<file path="config.mk">
export PLATFORM = sky130hd
export DESIGN_NAME = ptt_front
export DESIGN_NICKNAME = d
export VERILOG_FILES = /design/src/sv/point_in_tetrahedron_test_unit_macros.svh /design/src/sv/ptt_pkg.sv /design/src/sv/ptt_front.sv
export SDC_FILE = /design/constraint.sdc
export NUM_CORES = 1
export LEC_CHECK = 0
export BUFFER_PORTS_ARGS = -buffer_cell sky130_fd_sc_hd__buf_2
export CAP_MARGIN = 15
export CORE_AREA = 2 2 123 137
export CTS_CLUSTER_DIAMETER = 120
export CTS_CLUSTER_SIZE = 20
export DETAILED_ROUTE_END_ITERATION = 16
export DIE_AREA = 0 0 125 139
export PLACE_DENSITY = 0.79
export SLEW_MARGIN = 20
export SYNTH_ARGS = -nofsm -noshare
export SYNTH_HDL_FRONTEND = slang
export SYNTH_SLANG_ARGS = --single-unit
export TNS_END_PERCENT = 1
</file>
<file path="constraint.sdc">
create_clock -name i_clk -period 6.33 [get_ports i_clk]
set_input_delay 0.3165 -clock i_clk [delete_from_list [all_inputs] [get_ports i_clk]]
set_output_delay 0.3165 -clock i_clk [all_outputs]
set_load 0.03 [all_outputs]
</file>
<file path="src/sv/point_in_tetrahedron_test_unit_macros.svh">
// Assertion macros shared by the point-in-tetrahedron test unit.
`ifndef POINT_IN_TETRAHEDRON_TEST_UNIT_MACROS_SVH
`define POINT_IN_TETRAHEDRON_TEST_UNIT_MACROS_SVH
`ifndef SYNTH
`define PTT_ASSERT_IMP(lbl, clk, rst_n, ante, cons) \
    lbl: assert property (@(posedge clk) disable iff (!rst_n) (ante) |-> (cons)) \
        else $error("ptt assertion failed");
`define PTT_ASSERT_NXT(lbl, clk, rst_n, ante, cons) \
    lbl: assert property (@(posedge clk) disable iff (!rst_n) (ante) |=> (cons)) \
        else $error("ptt assertion failed");
`else
`define PTT_ASSERT_IMP(lbl, clk, rst_n, ante, cons)
`define PTT_ASSERT_NXT(lbl, clk, rst_n, ante, cons)
`endif
`endif

</file>
<file path="src/sv/ptt_pkg.sv">
// Types and constants for the point-in-tetrahedron test unit.
package ptt_pkg;

    localparam int COORD_WIDTH = 16;
    localparam int FIELD_W     = 16;
    localparam int VOL_W       = 52;
    localparam int NUM_DETS    = 5;
    localparam int TAG_W       = 3;
    localparam int QUEUE_DEPTH = 2;

    localparam logic OP_LOAD = 1'b0;
    localparam logic OP_TEST = 1'b1;

    typedef struct packed {
        logic                      opcode;
        logic [1:0]                vertex_index;
        logic signed [FIELD_W-1:0] coord_x;
        logic signed [FIELD_W-1:0] coord_y;
        logic signed [FIELD_W-1:0] coord_z;
    } t_in;

    typedef struct packed {
        logic                      inside_res;
        logic                      degenerate;
        logic signed [VOL_W-1:0]   six_signed_volume;
        logic signed [FIELD_W-1:0] box_min_x;
        logic signed [FIELD_W-1:0] box_min_y;
        logic signed [FIELD_W-1:0] box_min_z;
        logic signed [FIELD_W-1:0] box_max_x;
        logic signed [FIELD_W-1:0] box_max_y;
        logic signed [FIELD_W-1:0] box_max_z;
    } t_out;

endpackage

</file>
<file path="src/sv/ptt_front.sv">
// Front end: accepts requests, keeps the vertex store, queues test jobs.
module ptt_front #(
    parameter int CW = ptt_pkg::COORD_WIDTH
) (
    input  logic              i_clk,
    input  logic              i_rst_n,
    input  logic              i_push,
    input  ptt_pkg::t_in      i_item,
    input  logic              i_q_full,
    output logic              o_q_push,
    output logic [15*CW-1:0]  o_q_entry
);

    localparam int FW = ptt_pkg::FIELD_W;

    logic [CW-1:0]   w_px, w_py, w_pz;
    logic [3*CW-1:0] r_vert [4];
    logic            w_accept;

    generate
        if (CW <= FW) begin : g_narrow
            assign w_px = i_item.coord_x[CW-1:0];
            assign w_py = i_item.coord_y[CW-1:0];
            assign w_pz = i_item.coord_z[CW-1:0];
        end else begin : g_wide
            assign w_px = {{(CW-FW){1'b0}}, i_item.coord_x};
            assign w_py = {{(CW-FW){1'b0}}, i_item.coord_y};
            assign w_pz = {{(CW-FW){1'b0}}, i_item.coord_z};
        end
    endgenerate

    assign w_accept = i_push && !i_q_full;

    always_ff @(posedge i_clk) begin
        if (!i_rst_n) begin
            for (int i = 0; i < 4; i++) begin
                r_vert[i] <= '0;
            end
        end else if (w_accept && i_item.opcode == ptt_pkg::OP_LOAD) begin
            r_vert[i_item.vertex_index] <= {w_pz, w_py, w_px};
        end
    end

    // snapshot the vertices with the point so later loads cannot disturb the job
    assign o_q_push  = w_accept && i_item.opcode == ptt_pkg::OP_TEST;
    assign o_q_entry = {w_pz, w_py, w_px, r_vert[3], r_vert[2], r_vert[1], r_vert[0]};

endmodule

</file>
==> metrics.yaml <==
critPathSlowestCell: "nand2_2"
first_global_vias: 5016
die_area_mm2: 0.0174
cts_root_buf: "clkbuf_16"
netlist_area_mm2: 0.00769
rsz0062_at_grt: "false"
cts_setup_buffers: 0
dpl_worst_slack_ns: 3.59
top_regs: "r_vert x192"
tns_ns: 0
layout-drive-gt1-share_pct: 45.9
synth_warnings: 0
h-tree-depth: 4
dp.final_hpwl_mm: 11.7
clock.fmax_ghz: 0.486
worst_setup_path_end_kind: "register"
finalMaxSlewViolations: 0
clk_pin_slew_ns: 0.07
first_iter_violations: 322
multiInputGateArea_mm2: 0.00126
netlist_top_cells_area: "edfxtp_1, nor3_1, buf_4"
ant_nets: 0
routabilityCongestion: 0.743
regMostFlops: "r_vert"
ios: 296
numPortBuffers: 295
yosysTopAreaCell: "edfxtp_1"
synth_nets: 584
hold_violations: 0
synth_seq_cells: 192
post_cts_resized: 0
grt.overflow.total: 0
fillers: 1267
fin_ws_ns: 4.27
vdd_ir_drop_max_mv: 0.151
die_w_um: 125
cts_buffers: 17
tightest_slew_ns: 1.03
synthSimpleGateAreaFrac_pct: 15.4
drv_cap: 0
seq_area_frac_synth_pct: 75.0
cp_cell_sequence: "buf_2 > nand2_2 > o21ai_4 > buf_4"
drt-wirelength-per-cell_um: 18.0
min_from: "i_item[27]"
crit_fanout: 49
synth-xor-area-share_pct: 0
slew_headroom_pct: 31.0
fin_hold_ws_ns: 0.194
period_share_pct: 32.5
setup_viol: 0
cts.sinks: 192
synthAdderAreaFrac_pct: 0
synthDistinctLibCells: 19
synth_compound_area_share_pct: 0.260
drc: 0
hp-class: "in2reg"
muxShareOfSynthArea_pct: 0
cts-hold-fix-buffers: 0
drt-pass1-iter-count: 4
grt_pass1_wl_mm: 27.3
cp.required_ns: 6.38
regArea_mm2: 0.00577
die_h_um: 139
cpPeakStageDelay_ns: 0.62
clk_path_buf_depth: 2
grt.total_usage_pct: 20.2
synth_top_family_by_area: "simple AND/OR/NAND/NOR gates"
post-route-min-period_ns: 2.06
fp.coreArea_mm2: 0.0161
synth_top_area_share_pct: 75.0
synth_cells: 529
total_leakage_power_nw: 3.81
outcome: "completed"
rows: 49
area_growth_pct: 24.7
start_kind: "primary input"
startpoint: "i_rst_n"
diodes: 0
nets: 820
largest_reg_flops: 192
synth.avg_cell_area_um2: 14.5
antenna_found_initial: 0
crit_arrival_ns: 2.11
vias: 4997
routed_wl_mm: 17.7
grt_start_max_net_pins: 99
cts_tree: "done"
via_per_inst: 5.10
initial_core_util_pct: 47.9
p_per_area_mw_per_mm2: 308
critPathKind: "in2reg"
[critical path, delay by kind of cell]
kind | cells | cell delay, ns
buf+inv | 2 | 0.81
simple gates | 1 | 0.62
compound gates | 1 | 0.33
[per-layer routing]
layer / routed length, um / global-route usage (%)
met5: 0 / 0
met4: 353 / 6.32
met3: 1330 / 6.91
met2: 9230 / 35.8
met1: 6740 / 23.2
[stage by stage]
| stage | utilization, % | cell area (um^2) | cells | power, mW |
|---|---|---|---|---|
| after global routing | 59.7 | 9590 | 979 | 3.04 |
| after floorplan | - | 7690 | 529 | 1.81 |
| after CTS | 59.5 | 9560 | 978 | 2.97 |
| after detailed placement | 55.9 | 8980 | 949 | 1.93 |
| after global placement | 55.9 | 8980 | 949 | 1.92 |
| final | 59.7 | 9590 | 979 | 2.96 |
[layout make-up]
class                      count  share of cell area [%]
sequential                   192                    60.1
timing repair buffer         302                    16.2
multi-input combinational    204                    13.2
clock buffer                  18                    4.48
tap                          204                    2.66
inverter                      48                    1.88
clock inverter                11                    1.49
[worst paths after layout]
kind / endpoint / cells after the start
worst max-delay path: r_vert[1][40]$_SDFFCE_PN0P_ / 4
worst min-delay path: r_vert[3][27]$_DFFE_PP_ / 2
[power by group]
part	total [mW]	switching [mW]	internal, mW
clock network	1.06	0.442	0.613
logic	0.406	0.318	0.0879
registers	1.49	0.0196	1.47
total	2.96	0.780	2.18
[Yosys cell counts]
cell        n
buf_6       3
nand4b_1    1
nor3_1    124
and2_1     48
buf_2      12
edfxtp_1  192
inv_1      48
nor3_2     20
buf_4      48
and4bb_2    1
o21ai_0     4
buf_1       3
and3b_1     1
nand2b_1    1
or4b_1      1
nand2_1     1
or3b_1      1
nand3b_1    1
clkbuf_1   19
[cells in the final DEF (no fill, tap or decap), drive strengths merged]
master / instances
clkbuf: 18
o21ai: 4
clkinvlp: 2
or4b: 1
buf: 302
inv: 49
and3b: 1
nand2b: 1
and4bb: 1
nand4b: 1
nand3b: 1
bufinv: 3
nor3: 144
nand2: 1
clkinv: 5
or3b: 1
and2: 48
edfxtp: 192
[kinds of logic after synthesis]
kind of cell    after synthesis
flops                       192
buf+inv                     133
simple gates                200
compound gates                4
(Power assumes the default switching activity.)
