`config.mk`:
```
export PLATFORM = sky130hd
export DESIGN_NAME = ptt_queue
export DESIGN_NICKNAME = d
export VERILOG_FILES = /design/src/sv/point_in_tetrahedron_test_unit_macros.svh /design/src/sv/ptt_pkg.sv /design/src/sv/ptt_queue.sv
export SDC_FILE = /design/constraint.sdc
export NUM_CORES = 1
export LEC_CHECK = 0
export CAP_MARGIN = 20
export CORE_MARGIN = 2
export CORE_UTILIZATION = 35
export CTS_CLUSTER_DIAMETER = 100
export DETAILED_ROUTE_END_ITERATION = 10
export DONT_BUFFER_PORTS = 1
export PLACE_DENSITY = 0.52
export SLEW_MARGIN = 10
export SYNTH_ARGS = -nofsm -noshare
export SYNTH_HDL_FRONTEND = slang
export SYNTH_SLANG_ARGS = --single-unit
```
`constraint.sdc`:
```
create_clock -name i_clk -period 16.2 [get_ports i_clk]
set_input_delay 4.05 -clock i_clk [delete_from_list [all_inputs] [get_ports i_clk]]
set_output_delay 4.05 -clock i_clk [all_outputs]
set_load 0.01 [all_outputs]
```
`src/sv/point_in_tetrahedron_test_unit_macros.svh`:
```
// Assertion macros shared by the point-in-tetrahedron test unit.
`ifndef POINT_IN_TETRAHEDRON_TEST_UNIT_MACROS_SVH
`define POINT_IN_TETRAHEDRON_TEST_UNIT_MACROS_SVH
`ifndef SYNTH
`define PTT_ASSERT_IMP(lbl, clk, rst_n, ante, cons) \
    lbl: assert property (@(posedge clk) disable iff (!rst_n) (ante) |-> (cons)) \
        else $error("ptt assertion failed");
`define PTT_ASSERT_NXT(lbl, clk, rst_n, ante, cons) \
    lbl: assert property (@(posedge clk) disable iff (!rst_n) (ante) |=> (cons)) \
        else $error("ptt assertion failed");
`else
`define PTT_ASSERT_IMP(lbl, clk, rst_n, ante, cons)
`define PTT_ASSERT_NXT(lbl, clk, rst_n, ante, cons)
`endif
`endif

```
`src/sv/ptt_pkg.sv`:
```
// Types and constants for the point-in-tetrahedron test unit.
package ptt_pkg;

    localparam int COORD_WIDTH = 16;
    localparam int FIELD_W     = 16;
    localparam int VOL_W       = 52;
    localparam int NUM_DETS    = 5;
    localparam int TAG_W       = 3;
    localparam int QUEUE_DEPTH = 2;

    localparam logic OP_LOAD = 1'b0;
    localparam logic OP_TEST = 1'b1;

    typedef struct packed {
        logic                      opcode;
        logic [1:0]                vertex_index;
        logic signed [FIELD_W-1:0] coord_x;
        logic signed [FIELD_W-1:0] coord_y;
        logic signed [FIELD_W-1:0] coord_z;
    } t_in;

    typedef struct packed {
        logic                      inside_res;
        logic                      degenerate;
        logic signed [VOL_W-1:0]   six_signed_volume;
        logic signed [FIELD_W-1:0] box_min_x;
        logic signed [FIELD_W-1:0] box_min_y;
        logic signed [FIELD_W-1:0] box_min_z;
        logic signed [FIELD_W-1:0] box_max_x;
        logic signed [FIELD_W-1:0] box_max_y;
        logic signed [FIELD_W-1:0] box_max_z;
    } t_out;

endpackage

```
`src/sv/ptt_queue.sv`:
```
// Short job queue between the front end and the determinant engine.
module ptt_queue #(
    parameter int WIDTH = 240,
    parameter int DEPTH = ptt_pkg::QUEUE_DEPTH
) (
    input  logic             i_clk,
    input  logic             i_rst_n,
    input  logic             i_wr,
    input  logic [WIDTH-1:0] i_wdata,
    output logic             o_full,
    input  logic             i_rd,
    output logic             o_empty,
    output logic [WIDTH-1:0] o_rdata
);

    localparam int PW = (DEPTH > 1) ? $clog2(DEPTH) : 1;
    localparam int CNTW = $clog2(DEPTH + 1);

    logic [WIDTH-1:0] r_mem [DEPTH];
    logic [PW-1:0]    r_wptr, r_rptr;
    logic [CNTW-1:0]  r_count;
    logic [WIDTH-1:0] r_rdata;
    logic             w_wr, w_rd;

    assign o_full  = r_count == CNTW'(DEPTH);
    assign o_empty = r_count == '0;
    assign w_wr    = i_wr && !o_full;
    assign w_rd    = i_rd && !o_empty;
    assign o_rdata = r_rdata;

    always_ff @(posedge i_clk) begin
        if (w_wr) begin
            r_mem[r_wptr] <= i_wdata;
        end
        if (w_rd) begin
            r_rdata <= r_mem[r_rptr];
        end
    end

    always_ff @(posedge i_clk) begin
        if (!i_rst_n) begin
            r_wptr  <= '0;
            r_rptr  <= '0;
            r_count <= '0;
        end else begin
            if (w_wr) begin
                r_wptr <= (r_wptr == PW'(DEPTH-1)) ? '0 : r_wptr + 1'b1;
            end
            if (w_rd) begin
                r_rptr <= (r_rptr == PW'(DEPTH-1)) ? '0 : r_rptr + 1'b1;
            end
            case ({w_wr, w_rd})
                2'b10:   r_count <= r_count + 1'b1;
                2'b01:   r_count <= r_count - 1'b1;
                default: r_count <= r_count;
            endcase
        end
    end

endmodule

```
==> results of run 1 <==
## through the flow
| stage | hold slack [ps] | area (um^2) | instances |
|---|---|---|---|
| after CTS | 501 | 28100 | 2067 |
| after detailed placement | 494 | 25800 | 1937 |
| after floorplan | 458 | 24700 | 1012 |
| after global routing | 538 | 28100 | 2067 |
| after global placement | 492 | 25800 | 1937 |
| final | 501 | 28100 | 2067 |
## report_power, final
| group | internal [mW] | switching (mW) |
|---|---|---|
| clock network | 0.914 | 0.690 |
| logic | 0.238 | 0.345 |
| registers | 2.54 | 0.224 |
| total | 3.69 | 1.26 |
## cell families after synthesis
kind of cell	count (synthesis)	synth area share, %
and+or+nand+nor	8	0.172
DFF	724	87.8
AOI/OAI and AO/OA	5	0.111
muxes	240	10.9
xor gates and xnor gates	3	0.106
buffers and inverters	31	0.800
adders and majority gates	1	0.0506
## how the worst max path moves through the flow
stage               cells past startpoint  slack (ps)  startpoint       endpoint
floorplan                               4        5260        i_rd     r_count[1]
CTS                                     5        9420        i_wr   r_mem[0][52]
detailed placement                      5        8760        i_wr  r_mem[0][160]
global placement                        5        8750        i_wr  r_mem[0][167]
global route                            5        9170        i_wr  r_mem[0][228]
finish                                  5        9330        i_wr  r_mem[0][206]
## cells in the mapped netlist
cell / count / share of area (%)
xnor2_1: 2 / 0.071
buf_2: 8 / 0.16
mux2_2: 240 / 11
ha_1: 1 / 0.051
dfxtp_1: 4 / 0.32
edfxtp_1: 720 / 87
nand2_1: 1 / 0.015
nand2b_2: 1 / 0.035
inv_2: 1 / 0.015
o21ai_0: 2 / 0.041
or3_1: 2 / 0.051
and3_1: 1 / 0.025
o21a_1: 1 / 0.030
buf_4: 19 / 0.58
nor2_1: 3 / 0.046
a21oi_1: 2 / 0.041
xor2_1: 1 / 0.035
inv_1: 3 / 0.046
## registers in the layout (all words and copies together) (netlist names)
signal and flops:
o_rdata 240, r_count 2, r_mem 480, r_rptr 1, r_wptr 1
## area by class of cell
class	count	area (um^2)	share of cell area, %
sequential	724	21700	77.2
tap	940	1180	4.18
multi-input combinational	257	2820	10.0
inverter	4	22.5	0.0801
timing repair buffer	12	90.1	0.321
clock buffer	90	2010	7.14
clock inverter	40	283	1.01
## per-layer routing
metal  wire [um]  up-vias  GRT usage [%]
met4        1110        2           4.84
li1            -     4196              -
met2       24400      339           21.8
met5          13        -              0
met3        5540       73           7.08
met1       17200     4956           13.9
## worst max-delay path: cells and delay by family
family                 cells  cell delay [ps]
buffers and inverters      4             2130
and+or+nand+nor            1              440
==> impl_metrics.yaml, run 1 <==
outcome:
  run_status: "finished clean"
detailed_routing:
  routed_wl_um: 48300
  vias_per_cell: 4.63
  wl_per_cell_um: 23.4
  ant_nets: 0
  post-route-drc-count: 0
  dr.first_iter.drc_count: 646
  first_pass_iters: 6
  vias: 9566
timing:
  setup_slack_ps: 9330
  hold_viol: 0
  tightest_slew_ps: 1080
  setup-tns-final_ps: 0
  slew_violations: 0
  skew_ps: 25.5
  fmaxAchievable_mhz: 146
  post-route-period-util_pct: 42.4
  post-route-min-period_ps: 6870
  relSlewSlack_pct: 28.2
  setup_violations: 0
  rsz0062_at_grt: "no"
place:
  io_buffers: 0
  dp_slack_ps: 8760
  hpwlAfterDp_um: 29500
  gp_congestion: 0.754
clock_network:
  cts-hold-fix-buffers: 0
  h-tree-depth: 3
  cts_buffers: 75
  clock_path_buffers: 3
  post_cts_resized: 0
  post_cts.repair.setup_buffers: 0
  cts_sinks: 724
  clkSlewWorstSetupHoldPaths_ps: 60
  tritoncts: "done"
  root_buffer: "clkbuf_16"
  clock_latency_ps: 600
critical_path:
  critPathKind: "primary input to flop"
  cpMostUsedCell: "buf_4"
  cp_max_fo: 116
  cp_cell_sequence: "inv_1 -> or3_1 -> inv_8 -> buf_4 -> buf_4"
  reg2reg_depth: 6
  required_ps: 16400
  rr_endpoint: "r_mem[0][206]"
  cp.arrival_ps: 7060
  startpoint_type: "primary input"
  cp-end-kind: "flop"
  r2r_start: "r_count[0]"
  critPathSlowestCell: "buf_4"
  r2r_slack_ps: 12150
  slowest_delay_ps: 860
hold_path:
  holdPathStages: 2
  min_from: "r_wptr"
  holdCritPathClass: "flop to flop"
  min_to: "r_wptr"
synth:
  synth.distinct_cells: 18
  netlist_area_um2: 24700
  yosys_warnings: 0
  ys_seq_area_share_pct: 87.8
  synthCells: 1012
  ys_ff_latch: 724
  syn_nets: 1257
  synth_area_per_cell_um2: 24.4
final_layout:
  mostFrequentLayoutCell: "edfxtp_1"
  diodes: 0
  layout-drive-gt1-share_pct: 31.7
  area_growth_pct: 13.7
  nets: 1319
  layout_common_cells: "edfxtp_1 (720), mux2_2 (240), clkbuf_16 (77), clkinv_1 (21), buf_4 (12)"
  n_fill_cell: 6243
  final_util_pct: 40.2
power:
  pwr_density_cell_nw_per_um2: 176
  static-leakage-power_nw: 8.86
  ir_drop_mv: 0.157
  finalPower_mw: 4.95
floorplanning:
  core-area_um2: 69900
  io_pins: 486
  fp.dieW_um: 270
  die_h_um: 270
  fp.dieArea_um2: 72700
  rows: 97
  start_util_pct: 35.3
global_route:
  grt_max_degree: 117
  grt_pass1_wl_um: 70000
  grt_pass1_vias: 10300
  track_usage_pct: 13.1
  antenna_found_initial: 1
  grt_overflow: 0
run:
  drv_cap: 0
(Power assumes the default switching activity.)
==> run 2: changes to the inputs <==
==> constraint.sdc (replaced) <==
create_clock -name i_clk -period 7 [get_ports i_clk]
set_input_delay 1.75 -clock i_clk [delete_from_list [all_inputs] [get_ports i_clk]]
set_output_delay 1.75 -clock i_clk [all_outputs]
set_load 0.01 [all_outputs]
==> impl_metrics.yaml, run 2 (synthesis gave the netlist of run 1 again) <==
critical_path:
  cp-end-kind: "flop"
  cp_max_fo: 58
  critPathKind: "primary input to flop"
  reg2reg_depth: 2
  rr_endpoint: "o_rdata[220]"
  startpoint_type: "primary input"
  r2r_slack_ps: 4390
  required_ps: 7210
  cp.arrival_ps: 3300
  startpoint: "i_rd"
  r2r_start: "r_rptr"
power:
  static-leakage-power_nw: 8.87
  ir_drop_mv: 0.501
  pwr_density_cell_nw_per_um2: 409
detailed_routing:
  routed_wl_um: 48400
  vias_per_cell: 4.59
  first_pass_iters: 4
  vias: 9486
  post-route-drc-count: 0
  ant_nets: 0
  wl_per_cell_um: 23.5
  dr.first_iter.drc_count: 552
final_layout:
  largest_reg_flops: 480
  final_cells: 2065
  layout-drive-gt1-share_pct: 31.6
  nets: 1317
  diodes: 0
  area_growth_pct: 14.1
  mostFrequentLayoutCell: "edfxtp_1"
  regMostFlops: "r_mem"
  layout_common_cells: "edfxtp_1 (720), mux2_2 (240), clkbuf_16 (78), clkbuf_1 (16), clkinv_1 (14)"
clock_network:
  root_buffer: "clkbuf_16"
  post_cts.repair.setup_buffers: 0
  clock_path_buffers: 3
  cts-hold-fix-buffers: 0
  h-tree-depth: 3
  clkSlewWorstSetupHoldPaths_ps: 50
  post_cts_resized: 0
  cts_sinks: 724
  cts_buffers: 76
  clock_latency_ps: 600
  tritoncts: "done"
place:
  gp_congestion: 0.753
  io_buffers: 0
  place_inst: 1934
  dp_slack_ps: 3260
  hpwlAfterDp_um: 28700
timing:
  skew_ps: 15.6
  fin_hold_ws_ps: 505
  setup_slack_ps: 3910
  hold_viol: 0
  tightest_slew_ps: 1040
  relSlewSlack_pct: 30.4
  setup-tns-final_ps: 0
  slew_violations: 0
  fmaxAchievable_mhz: 324
  rsz0062_at_grt: "no"
  setup_violations: 0
  post-route-min-period_ps: 3090
  post-route-period-util_pct: 44.1
floorplanning:
  core-area_um2: 69900
  fp.dieW_um: 270
  rows: 97
  io_pins: 486
  fp.dieArea_um2: 72700
  start_util_pct: 35.3
  die_h_um: 270
run:
  drv_cap: 0
hold_path:
  min_from: "r_wptr"
  min_to: "r_wptr"
  holdCritPathClass: "flop to flop"
  holdPathStages: 2
global_route:
  grt_pass1_vias: 10100
  grt_max_degree: 138
  track_usage_pct: 13.1
  use_met3_pct: 7.45
  grt_pass1_wl_um: 69800
  met1_usage_pct: 13.3
  met2_usage_pct: 22.4
  antenna_found_initial: 3
  grt_overflow: 0
  grt-busiest-layer: "met2"
outcome:
  run_status: "finished clean"
-- run 2: changes by cell type in the layout (fill, tap and decap cells not counted), sizes merged --
cell | before | now
clkbuf | 90 | 94
buf | 12 | 9
inv | 6 | 4
bufinv | 2 | 4
clkinv | 35 | 29
clkinvlp | 1 | 4
-- run 2: layer usage --
| metal | wire length [um] | share of wire, % |
|---|---|---|
| met4 | 1040 | 2.2 |
| met1 | 16700 | 35 |
| met3 | 5860 | 12 |
| met2 | 24800 | 51 |
| met5 | 50 | 0.10 |
-- run 2: layout make-up --
cell class                 instances  area (um^2)
fill                            6235        41700
inverter                           4         18.8
timing repair buffer               9          143
sequential                       724        21700
clock inverter                    37          317
tap                              940         1180
clock buffer                      94         2010
multi-input combinational        257         2820
-- run 2: worst max path at each step --
stage,cells past startpoint,end
detailed placement,3,o_rdata[73]
global route,3,o_rdata[56]
CTS,2,o_full
finish,3,o_rdata[125]
floorplan,4,r_count[1]
global placement,3,o_rdata[120]
-- run 2: where the power goes --
| group | total, mW | internal [mW] | switching, mW |
|---|---|---|---|
| combinational | 1.36 | 0.569 | 0.789 |
| clock | 3.78 | 2.19 | 1.59 |
| sequential | 6.41 | 5.88 | 0.524 |
| total | 11.5 | 8.64 | 2.90 |
-- run 2: worst max-delay path: stages --
cell and delay [ps]:
o21a_4 120, buf_4 540, buf_4 730
-- run 2: stage by stage --
step | power [mW] | instance area (um^2) | util [%]
after detailed placement | 7.93 | 25900 | 37.0
after CTS | 11.8 | 28200 | 40.3
final | 11.5 | 28200 | 40.3
after global routing | 12.1 | 28200 | 40.3
after floorplan | 7.49 | 24700 | -
after global placement | 7.89 | 25900 | 37.0
==> run 3: changes to the inputs <==
--- a/config.mk
+++ b/config.mk
@@ -11,7 +11,7 @@
 export CTS_CLUSTER_DIAMETER = 100
 export DETAILED_ROUTE_END_ITERATION = 10
 export DONT_BUFFER_PORTS = 1
-export PLACE_DENSITY = 0.52
+export PLACE_DENSITY = 0.54
 export SLEW_MARGIN = 10
 export SYNTH_ARGS = -nofsm -noshare
 export SYNTH_HDL_FRONTEND = slang
==> constraint.sdc (replaced) <==
create_clock -name i_clk -period 2.8 [get_ports i_clk]
set_input_delay 0.7 -clock i_clk [delete_from_list [all_inputs] [get_ports i_clk]]
set_output_delay 0.7 -clock i_clk [all_outputs]
set_load 0.01 [all_outputs]
==> impl_metrics.yaml, run 3 (synthesis gave the netlist of run 1 again) <==
place:
  dp_slack_ps: 663
  gp_congestion: 0.757
  place_area_um2: 26300
  io_buffers: 0
  hpwlAfterDp_um: 31600
clock_network:
  post_cts.repair.setup_buffers: 0
  cts_sinks: 724
  clock_path_buffers: 3
  clkSlewWorstSetupHoldPaths_ps: 60
  cts-hold-fix-buffers: 0
  post_cts_resized: 0
  cts_buffers: 77
  tritoncts: "done"
  root_buffer: "clkbuf_16"
  h-tree-depth: 3
  clock_latency_ps: 590
floorplanning:
  rows: 97
  fp.dieW_um: 270
  start_util_pct: 35.3
  core-area_um2: 69900
  die_h_um: 270
  fp.dieArea_um2: 72700
  io_pins: 486
critical_path:
  startpoint_type: "flop"
  critPathKind: "flop to flop"
  cp-end-kind: "flop"
  reg2reg_depth: 6
  cp_cell_sequence: "nand2b_2 -> inv_2 -> or3_4 -> clkinvlp_4 -> buf_12 -> buf_12"
  cp.arrival_ps: 2400
  cpMostUsedCell: "buf_12"
  required_ps: 3070
  critPathSlowestCell: "dfxtp_1"
  cp_max_fo: 40
  slowest_delay_ps: 430
global_route:
  grt_max_degree: 73
  grt_overflow: 0
  track_usage_pct: 13.0
  grt_pass1_vias: 10300
  grt_pass1_wl_um: 70000
  antenna_found_initial: 1
detailed_routing:
  first_pass_iters: 6
  dr.first_iter.drc_count: 674
  wl_per_cell_um: 22.9
  post-route-drc-count: 0
  vias: 9713
  vias_per_cell: 4.61
  routed_wl_um: 48200
  ant_nets: 0
final_layout:
  layout_common_cells: "edfxtp_1 (720), mux2_2 (240), clkbuf_16 (79), buf_4 (31), buf_12 (16)"
  final_util_pct: 41.1
  multiInputGateArea_um2: 2830
  layout-drive-gt1-share_pct: 34.6
  mostFrequentLayoutCell: "edfxtp_1"
  diodes: 0
  regMostFlops: "r_mem"
  regArea_um2: 21700
  nets: 1356
  n_fill_cell: 6111
  largest_reg_flops: 480
  finalInstanceArea_um2: 28700
  area_growth_pct: 16.2
timing:
  setup_violations: 0
  slew_violations: 0
  tightest_slew_ps: 502
  post-route-period-util_pct: 75.9
  skew_ps: 18.8
  relSlewSlack_pct: 66.5
  hold_viol: 0
  rsz0062_at_grt: "no"
  post-route-min-period_ps: 2130
  setup_slack_ps: 674
  fmaxAchievable_mhz: 470
hold_path:
  holdCritPathClass: "primary input to flop"
  holdPathStages: 0
power:
  ir_drop_mv: 0.559
  pwr_density_cell_nw_per_um2: 1020
  finalPower_mw: 29.4
  static-leakage-power_nw: 9.15
outcome:
  run_status: "finished clean"
run:
  drv_cap: 0
run 3: cell count changes in the layout (fill, tap and decap cells not counted), sizes merged:
cell      change
buf          +38
clkinvlp      +2
inv           +2
bufinv        +1
run 3: layer usage:
metal | up-vias | wire (um) | share of wire [%] | GRT usage (%)
met5 | - | 0 | 0 | 0
met4 | 0 | 1480 | 3.1 | 5.51
met3 | 100 | 5270 | 11 | 6.64
met2 | 347 | 24100 | 50 | 21.9
met1 | 4990 | 17400 | 36 | 13.8
li1 | 4276 | - | - | -
run 3: where the power goes:
group	switching (mW)	internal (mW)	leakage, nW
sequential	1.22	14.7	6.74
clock	4.00	5.65	1.17
combinational	2.17	1.69	1.23
total	7.39	22.0	9.15
run 3: final timing paths:
check / startpoint / slack, ps / to
setup reg to reg: r_count[0] / 670 / r_mem[0][171]
hold / removal: i_wdata[59] / 200 / r_mem[0][59]
setup / recovery: r_count[0] / 670 / r_mem[0][171]
hold reg to reg: r_wptr / 510 / r_wptr
run 3: worst max-delay path: cells and delay by family (launching register included):
family / cells / cell delay (ps)
DFF: 1 / 430
buffers and inverters: 4 / 710
and+or+nand+nor: 2 / 570
run 3: layout make-up:
class	count	area share [%]
clock buffer	94	7.08
clock inverter	42	1.36
inverter	4	0.0915
multi-input combinational	257	9.85
sequential	724	75.6
tap	940	4.10
timing repair buffer	47	1.93
run 3: metrics by stage:
stage | instances | TNS [ps] | hold slack, ps
after floorplan | 1012 | -529530 | 468
after global placement | 1972 | 0 | 512
after detailed placement | 1972 | 0 | 507
after CTS | 2108 | 0 | 140
after global routing | 2108 | 0 | 150
final | 2108 | 0 | 196
